### src/hdl/itoa_pkg.sv
// ----------------------------------------------------------------------------
// itoa_pkg
// Types, constants and the digit-to-character map for the integer to ascii
// converter.
// ----------------------------------------------------------------------------
package itoa_pkg;

  localparam int VALUE_BITS = 32;
  localparam int RADIX_BITS = 6;
  localparam int DIGIT_BITS = 6;
  localparam int CHAR_BITS  = 8;

  localparam logic [RADIX_BITS-1:0] RADIX_MIN = 6'd2;
  localparam logic [RADIX_BITS-1:0] RADIX_MAX = 6'd36;
  localparam logic [RADIX_BITS-1:0] RADIX_DEC = 6'd10;

  localparam logic [CHAR_BITS-1:0] CHAR_ZERO  = 8'h30;
  localparam logic [CHAR_BITS-1:0] CHAR_A     = 8'h61;
  localparam logic [CHAR_BITS-1:0] CHAR_MINUS = 8'h2d;
  localparam logic [CHAR_BITS-1:0] CHAR_NONE  = 8'h00;

  localparam logic [DIGIT_BITS-1:0] DIGIT_NINE = 6'd9;
  localparam logic [DIGIT_BITS-1:0] DIGIT_TEN  = 6'd10;

  typedef struct packed {
    logic [VALUE_BITS-1:0] value_bits;
    logic [RADIX_BITS-1:0] radix;
    logic                  signed_mode;
  } in_item_t;

  typedef struct packed {
    logic [CHAR_BITS-1:0] char_code;
    logic                 is_last;
    logic                 is_empty;
  } out_item_t;

  function automatic logic [CHAR_BITS-1:0] digit_char(input logic [DIGIT_BITS-1:0] d);
    logic [CHAR_BITS-1:0] ch;
    if (d > DIGIT_NINE) begin
      ch = CHAR_A + CHAR_BITS'(d - DIGIT_TEN);
    end else begin
      ch = CHAR_ZERO + CHAR_BITS'(d);
    end
    return ch;
  endfunction

endpackage

### src/hdl/itoa_div.sv
// ----------------------------------------------------------------------------
// itoa_div
// Restoring divider, one quotient bit per cycle, dividing a value by a
// small base; gives quotient and remainder with a one-cycle done pulse.
// ----------------------------------------------------------------------------
module itoa_div #(
  parameter int VALUE_WIDTH = 32
) (
  input  logic                             clk,
  input  logic                             rst,
  input  logic                             start,
  input  logic [VALUE_WIDTH-1:0]           dividend,
  input  logic [itoa_pkg::RADIX_BITS-1:0]  divisor,
  output logic                             done,
  output logic [VALUE_WIDTH-1:0]           quotient,
  output logic [itoa_pkg::DIGIT_BITS-1:0]  remainder
);
  import itoa_pkg::*;

  localparam int CW = $clog2(VALUE_WIDTH + 1);

  logic                    busy;
  logic [CW-1:0]           count;
  logic [VALUE_WIDTH-1:0]  dvd;
  logic [DIGIT_BITS-1:0]   rem;
  logic [RADIX_BITS-1:0]   dvs;
  logic [DIGIT_BITS:0]     trial;
  logic                    fits;

  // remainder stays below the base, so one extra bit holds the shifted trial
  assign trial = {rem, dvd[VALUE_WIDTH-1]};
  assign fits  = trial >= {1'b0, dvs};

  always_ff @(posedge clk) begin
    if (rst) begin
      busy  <= 1'b0;
      done  <= 1'b0;
      count <= '0;
    end else begin
      done <= busy && !start && (count == CW'(1));
      if (start) begin
        busy  <= 1'b1;
        count <= CW'(VALUE_WIDTH);
      end else if (busy) begin
        count <= count - 1'b1;
        if (count == CW'(1)) begin
          busy <= 1'b0;
        end
      end
    end
  end

  always_ff @(posedge clk) begin
    if (start) begin
      dvd <= dividend;
      rem <= '0;
      dvs <= divisor;
    end else if (busy) begin
      dvd <= {dvd[VALUE_WIDTH-2:0], fits};
      if (fits) begin
        rem <= DIGIT_BITS'(trial - {1'b0, dvs});
      end else begin
        rem <= trial[DIGIT_BITS-1:0];
      end
    end
  end

  assign quotient  = dvd;
  assign remainder = rem;

endmodule

### src/hdl/integer_to_ascii_radix.sv
// per digit the sequencer starts the shared divider (S_START) and waits for its done
// (S_WAIT); each character is then read (S_LOAD) and shown (S_SHOW), after a minus sign
// (S_SIGN) where one is due, while the output is free; one value is converted at a time,
// up to 32 digits for 32 bits in base 2; an invalid base gives one empty result (S_EMPTY)
// reset clears the sequencer, divider control and output valid; the digit
// store is not cleared and is written before every read
// ----------------------------------------------------------------------------
// integer_to_ascii_radix
// Converts a value to ascii digits in base 2 to 36, most significant first,
// using one shared iterative divider and a small digit store.
// ----------------------------------------------------------------------------
module integer_to_ascii_radix #(
  parameter int VALUE_WIDTH = 32,
  parameter int DIGIT_SLOTS = 32
) (
  input  logic                 clk,
  input  logic                 rst,
  input  logic                 in_valid,
  output logic                 in_ready,
  input  itoa_pkg::in_item_t   in_data,
  output logic                 out_valid,
  input  logic                 out_ready,
  output itoa_pkg::out_item_t  out_data
);
  import itoa_pkg::*;

  localparam int AW = $clog2(DIGIT_SLOTS);
  localparam int CW = $clog2(DIGIT_SLOTS + 1);

  typedef enum logic [6:0] {
    S_IDLE  = 7'b0000001,
    S_START = 7'b0000010,
    S_WAIT  = 7'b0000100,
    S_SIGN  = 7'b0001000,
    S_LOAD  = 7'b0010000,
    S_SHOW  = 7'b0100000,
    S_EMPTY = 7'b1000000
  } state_t;

  state_t                   state;
  logic [VALUE_WIDTH-1:0]   quot;
  logic [CW-1:0]            cnt;
  logic [CW-1:0]            cnt_inc;
  logic [CW-1:0]            idx_m1;
  logic                     negative;
  logic [DIGIT_BITS-1:0]    mem [DIGIT_SLOTS];
  logic [DIGIT_BITS-1:0]    mem_q;

  logic                     div_start;
  logic                     div_done;
  logic [VALUE_WIDTH-1:0]   div_quot;
  logic [DIGIT_BITS-1:0]    div_rem;
  logic [RADIX_BITS-1:0]    radix;

  logic [VALUE_WIDTH+VALUE_BITS-1:0] value_ext;
  logic [VALUE_WIDTH-1:0]   value_in;
  logic                     radix_ok;
  logic                     neg_in;
  logic                     in_xfer;
  logic                     slot_free;
  logic                     emit;

  assign value_ext = {{VALUE_WIDTH{1'b0}}, in_data.value_bits};
  assign value_in  = value_ext[VALUE_WIDTH-1:0];
  assign radix_ok  = (in_data.radix >= RADIX_MIN) && (in_data.radix <= RADIX_MAX);
  assign neg_in    = in_data.signed_mode && (in_data.radix == RADIX_DEC) &&
                     value_in[VALUE_WIDTH-1];

  assign in_ready  = (state == S_IDLE);
  assign in_xfer   = in_valid && in_ready;
  assign slot_free = !out_valid || out_ready;
  assign emit      = slot_free && (state inside {S_SIGN, S_SHOW, S_EMPTY});
  assign div_start = (state == S_START);
  assign cnt_inc   = cnt + 1'b1;
  // cnt less one is the read index while emitting
  assign idx_m1    = cnt - 1'b1;

  itoa_div #(
    .VALUE_WIDTH(VALUE_WIDTH)
  ) u_div (
    .clk      (clk),
    .rst      (rst),
    .start    (div_start),
    .dividend (quot),
    .divisor  (radix),
    .done     (div_done),
    .quotient (div_quot),
    .remainder(div_rem)
  );

  // digit store, least significant digit first
  always_ff @(posedge clk) begin
    if (state == S_WAIT && div_done) begin
      mem[cnt[AW-1:0]] <= div_rem;
    end
    mem_q <= mem[idx_m1[AW-1:0]];
  end

  always_ff @(posedge clk) begin
    if (rst) begin
      state     <= S_IDLE;
      cnt       <= '0;
      negative  <= 1'b0;
      out_valid <= 1'b0;
    end else begin
      if (emit) begin
        out_valid <= 1'b1;
      end else if (out_valid && out_ready) begin
        out_valid <= 1'b0;
      end
      case (state)
        S_IDLE: begin
          if (in_xfer) begin
            cnt      <= '0;
            negative <= neg_in;
            state    <= radix_ok ? S_START : S_EMPTY;
          end
        end
        S_START: begin
          state <= S_WAIT;
        end
        S_WAIT: begin
          if (div_done) begin
            cnt <= cnt_inc;
            if (div_quot == '0 || cnt_inc == CW'(DIGIT_SLOTS)) begin
              state <= negative ? S_SIGN : S_LOAD;
            end else begin
              state <= S_START;
            end
          end
        end
        S_SIGN: begin
          if (slot_free) begin
            state <= S_LOAD;
          end
        end
        S_LOAD: begin
          state <= S_SHOW;
        end
        S_SHOW: begin
          if (slot_free) begin
            cnt   <= idx_m1;
            state <= (cnt == CW'(1)) ? S_IDLE : S_LOAD;
          end
        end
        S_EMPTY: begin
          if (slot_free) begin
            state <= S_IDLE;
          end
        end
        default: begin
          state <= S_IDLE;
        end
      endcase
    end
  end

  // payload registers
  always_ff @(posedge clk) begin
    if (in_xfer) begin
      radix <= in_data.radix;
      quot  <= neg_in ? VALUE_WIDTH'(~value_in + 1'b1) : value_in;
    end else if (state == S_WAIT && div_done) begin
      quot <= div_quot;
    end
    if (slot_free) begin
      case (state)
        S_SIGN: begin
          out_data <= '{char_code: CHAR_MINUS, is_last: 1'b0, is_empty: 1'b0};
        end
        S_SHOW: begin
          out_data <= '{char_code: digit_char(mem_q), is_last: (cnt == CW'(1)),
                        is_empty: 1'b0};
        end
        S_EMPTY: begin
          out_data <= '{char_code: CHAR_NONE, is_last: 1'b1, is_empty: 1'b1};
        end
        default: begin
          out_data <= out_data;
        end
      endcase
    end
  end

endmodule

### config.mk
export PLATFORM = sky130hd
export DESIGN_NAME = integer_to_ascii_radix
export DESIGN_NICKNAME = d
export VERILOG_FILES = /design/src/hdl/itoa_pkg.sv /design/src/hdl/itoa_div.sv /design/src/hdl/integer_to_ascii_radix.sv
export SDC_FILE = /design/constraint.sdc
export NUM_CORES = 1
export LEC_CHECK = 0
export BUFFER_PORTS_ARGS = -buffer_cell sky130_fd_sc_hd__buf_4
export CAP_MARGIN = 40
export CORE_UTILIZATION = 62
export DETAILED_ROUTE_END_ITERATION = 7
export PLACE_DENSITY = 0.81
export SLEW_MARGIN = 0
export SYNTH_ARGS = -nofsm -noshare
export SYNTH_HDL_FRONTEND = slang
export SYNTH_SLANG_ARGS = --single-unit
### constraint.sdc
create_clock -name clk -period 7.1 [get_ports clk]
set_clock_uncertainty 0.15 [all_clocks]
set_input_delay 1.42 -clock clk [delete_from_list [all_inputs] [get_ports clk]]
set_output_delay 1.42 -clock clk [all_outputs]
set_load 0.005 [all_outputs]
==> results by stage <==
Logic synthesis:
- The synthesized design spends more area on one cell type than any other, namely sky130_fd_sc_hd__edfxtp_1.
- Summed over its instances, the top area cell type makes up 58.0% of the synthesized netlist area.
- The average instance in the mapped netlist occupies ~13 um2.
- The synthesis-stage register bit count is 313.
- The cell count after synthesis came out at between 1,000 and 1,500.
- During synthesis, Yosys emitted a total of 0 warnings.
- After synthesis the cells add up to between 0.01 and 0.015 mm2.
- The count of different cell masters after synthesis is 77.
- Synthesis produced a netlist with a net count of roughly 1,200.
- For this run, asynchronously set or reset flops after synthesis account for 0%.
- By area the synthesized netlist is led by sky130_fd_sc_hd__edfxtp_1 (58%), sky130_fd_sc_hd__mux4_2 (7.5%), sky130_fd_sc_hd__dfxtp_1 (4.9%), sky130_fd_sc_hd__nand2_1 (4.6%), sky130_fd_sc_hd__nor2_1 (2.3%).
- Sequential elements use a little over three fifths of the synthesized area.
- Counting flops with a built-in enable in the synthesized netlist gives roughly 280.
- The top flip-flop cell by instance count after synthesis is sky130_fd_sc_hd__edfxtp_1.

Floorplanning:
- The initial cell density of the core is a little under two thirds.
- During I/O placement, the number of pins put on the boundary was 55.
- The total area inside the core boundary comes to ~0.023 mm2.
- The die is around 150 um wide.
- The overall die height is 154 um.
- The die area is 0.0238 mm2.
- The floorplan has 55 rows.

Global routing:
- For this run the aggregate overflow at the end of global routing stands at 0.
- Global routing used between 20% and 30% of the available tracks.
- The largest net degree at the start of global routing is 65.
- The initial antenna violation count is 0.
- The first global-routing pass estimated 49,000 um of wire.
- The number of global-route vias before repair came to between 9,000 and 10,000.

Setup path:
- The largest fanout of any net on the critical path is 12.
- The required time of the critical path is 5.53 ns.
- The delay of the slowest cell on the worst path is 0.54 ns.
- The family with the most delay on the worst path is simple AND/OR/NAND/NOR gates.
- The worst setup path is captured at an output port.
- The critical path is of the flip-flop to output port type.
- Together, buffers and inverters on the worst path number 1.
- The library cell contributing the largest single delay on the critical path is sky130_fd_sc_hd__nor4b_1.
- The arrival time of the worst setup path is ~2 ns.
- The kind of start point of the critical path is a flip-flop.
- The critical path goes through nor4b_1 > and2_1 > buf_4.

CTS:
- Once the clock tree was built, the resizer swapped 0 gates to a different size.
- Buffers added to address setup during post-CTS repair amount to 0.
- The clock sink total is around 310.
- The clock latency on the worst-skew pair is 0.57 ns.
- The clock tree from TritonCTS is yes.
- The clock passes through at most 3 buffers.
- The number of buffers created by CTS is 31.
- CTS built an H-tree with a depth of 1.
- The clock transition at the registers of the reported paths is 0.06 ns.
- The hold buffer count at CTS is 0.
- The buffer type at the clock tree root is sky130_fd_sc_hd__clkbuf_16.

Drt:
- The final antenna-violating net count is 0.
- The per-cell via count in the routed design is roughly 6.3.
- For this block, the routed nets add up to 31,000 um of wire.
- The detailed router finished its first iteration with 770 violations.
- The detailed-route DRC error count is 0.
- The average routed wire per standard cell is approximately 21 um.
- The number of vias in the routed layout is around 9,200.
- The first detailed-routing pass took 6 iterations.

Place:
- The post-detailed-placement cell area is about 0.015 mm2.
- Routability-driven placement finished with a final weighted congestion of between 0.8 and 0.9.
- The number of instances in the placed design is around 1,400.
- At the placement stage, the worst setup path has a slack of ~3.6 ns.
- Detailed placement ended at an HPWL of roughly 20,000 um.
- The number of I/O port buffers is 54.

Cells and area:
- The share of cells above drive strength 1 is between 10% and 20%.
- The total area of sequential cells is just over 0.009 mm2.
- The area growth from synthesis to layout is 12.0%.
- The final instance area is around 0.016 mm2.
- The footprint of the multi-input gates is 0.00498 mm2.
- The layout net count is approximately 1,200.
- The filler cell count in the final layout is 1,449.
- The repair_antennas step left the layout with diodes totalling 0.
- The finished layout holds ~1,500 standard cells, fillers aside.
- The final core utilization is between 70% and 80%.

Power:
- The switching power is roughly 1.6 mW.
- The largest voltage drop on the vdd net is roughly 0.00019 V.
- Per report_power, the clock group accounts for 32.3% of the total.
- Sequential cells burn a little under half of the power.
- Power spread over the standard cell area amounts to 330 mW/mm2.
- The cell-internal power is around 3.8 mW.
- The combinational power share is 22.4%.
- The leakage power is about 5.6 nW.
- The fraction of power spent switching nets is 29.2%.

Timing:
- Setup repair after global routing left no endpoint under its margin.
- The count of final setup violators is 0.
- The post-route clock period utilization is between 40% and 50%.
- The achievable frequency is around 0.28 GHz.
- The number of endpoints with negative hold slack in the final report was 0.
- For the finished layout, the period the worst path requires is between 3 and 4 ns.
- In this run the tightest slew margin relative to its limit is 42.6%.
- For the pin with the worst max-slew slack, the measured transition is around 0.85 ns.
- The post-route worst setup slack is approximately 3.6 ns.
- For the final routed database, the setup TNS stands at 0 ns.
- The final-report max-slew violation count is 0.

Outcome:
- The run finished with clean final reports.

Run:
- The number of maximum-capacitance violations is 0.

Min path:
- The path class of the tightest hold or removal check is flip-flop to flip-flop.
[routing by layer]
layer | track usage [%] | vias to the layer above | wire length (um) | share of wire (%)
met4 | 8.58 | 0 | 903 | 2.9
met2 | 45.8 | 427 | 15800 | 51
met3 | 2.89 | 70 | 1920 | 6.2
met1 | 36.0 | 4502 | 12300 | 40
met5 | 0 | - | 0 | 0
li1 | - | 4230 | - | -
[registers in the layout (all words and copies together), names as in the netlist]
register / count
quot: 32
u_div.dvs: 6
state: 7
out_data: 10
mem_q: 6
u_div.count: 6
mem: 192
u_div.quotient: 32
u_div.done: 1
u_div.remainder: 6
negative: 1
u_div.busy: 1
cnt: 6
out_valid: 1
radix: 6
[cell type report]
type | instances | area share, %
Multi-Input combinational cell | 702 | 30.9
Tap cell | 285 | 2.21
Timing Repair Buffer | 71 | 3.38
Clock inverter | 20 | 1.66
Inverter | 28 | 0.652
Clock buffer | 38 | 5.04
Sequential cell | 313 | 56.2
[Yosys cell counts (all sizes together), types with 7 or more instances]
cell	count
nor2	88
nor4	17
nand2	178
mux4	48
dfxtp	35
edfxtp	278
ha	20
buf	26
inv	28
or4	7
a21oi	38
nand3	20
a31oi	15
xnor2	33
nor3	22
xor2	13
mux2i	16
a211o	8
clkbuf	34
nand2b	12
o22ai	8
o21ai	52
[cells by family (layout without fill, tap and decap cells)]
group	Yosys count	after routing	share of synthesized area, %
AND/OR/NAND/NOR	395	395	13.3
adder cells (fa/ha/maj)	21	21	1.88
flip-flops	313	313	62.9
AO/OA/AOI/OAI	175	175	7.80
buffers and inverters	88	157	2.63
multiplexers	65	65	8.70
XOR/XNOR	46	46	2.80
[path summary, 6_finish.rpt]
| check | from | end | slack (ns) | cells after the start |
|---|---|---|---|---|
| max | state[5] | in_ready | 3.58 | 3 |
| min | radix[5] | u_div.dvs[5] | 0.27 | 0 |
| max reg2reg | cnt[0] | mem_q[3] | 3.58 | 7 |
| min reg2reg | radix[5] | u_div.dvs[5] | 0.27 | 0 |
[power groups by stage]
stage	sequential [mW]	combinational [mW]	clock, mW
4_1_cts	2.41	1.18	1.73
5_1_grt	2.43	1.30	1.79
6_report	2.42	1.19	1.72
2_1_floorplan	2.48	0.769	0
3_5_place_dp	2.45	1.16	0
3_3_place_gp	2.46	1.10	0
[stage by stage]
step           power, mW  hold WS, ns
2_1_floorplan       3.24        0.250
3_3_place_gp        3.56        0.254
3_5_place_dp        3.62        0.255
4_1_cts             5.33        0.268
5_1_grt             5.52        0.275
6_report            5.32        0.267
[placed cells by master, fill, tap and decap left out, drive strengths merged, types with 15 or more instances in the layout]
master,instances
clkbuf,39
edfxtp,278
inv,29
dfxtp,35
mux2i,16
buf,70
nor4,17
mux4,48
nor3,22
xnor2,33
nor2,88
nand3,20
nand2,178
a31oi,15
ha,20
o21ai,52
a21oi,38
Power figures use the tool's default switching activity.
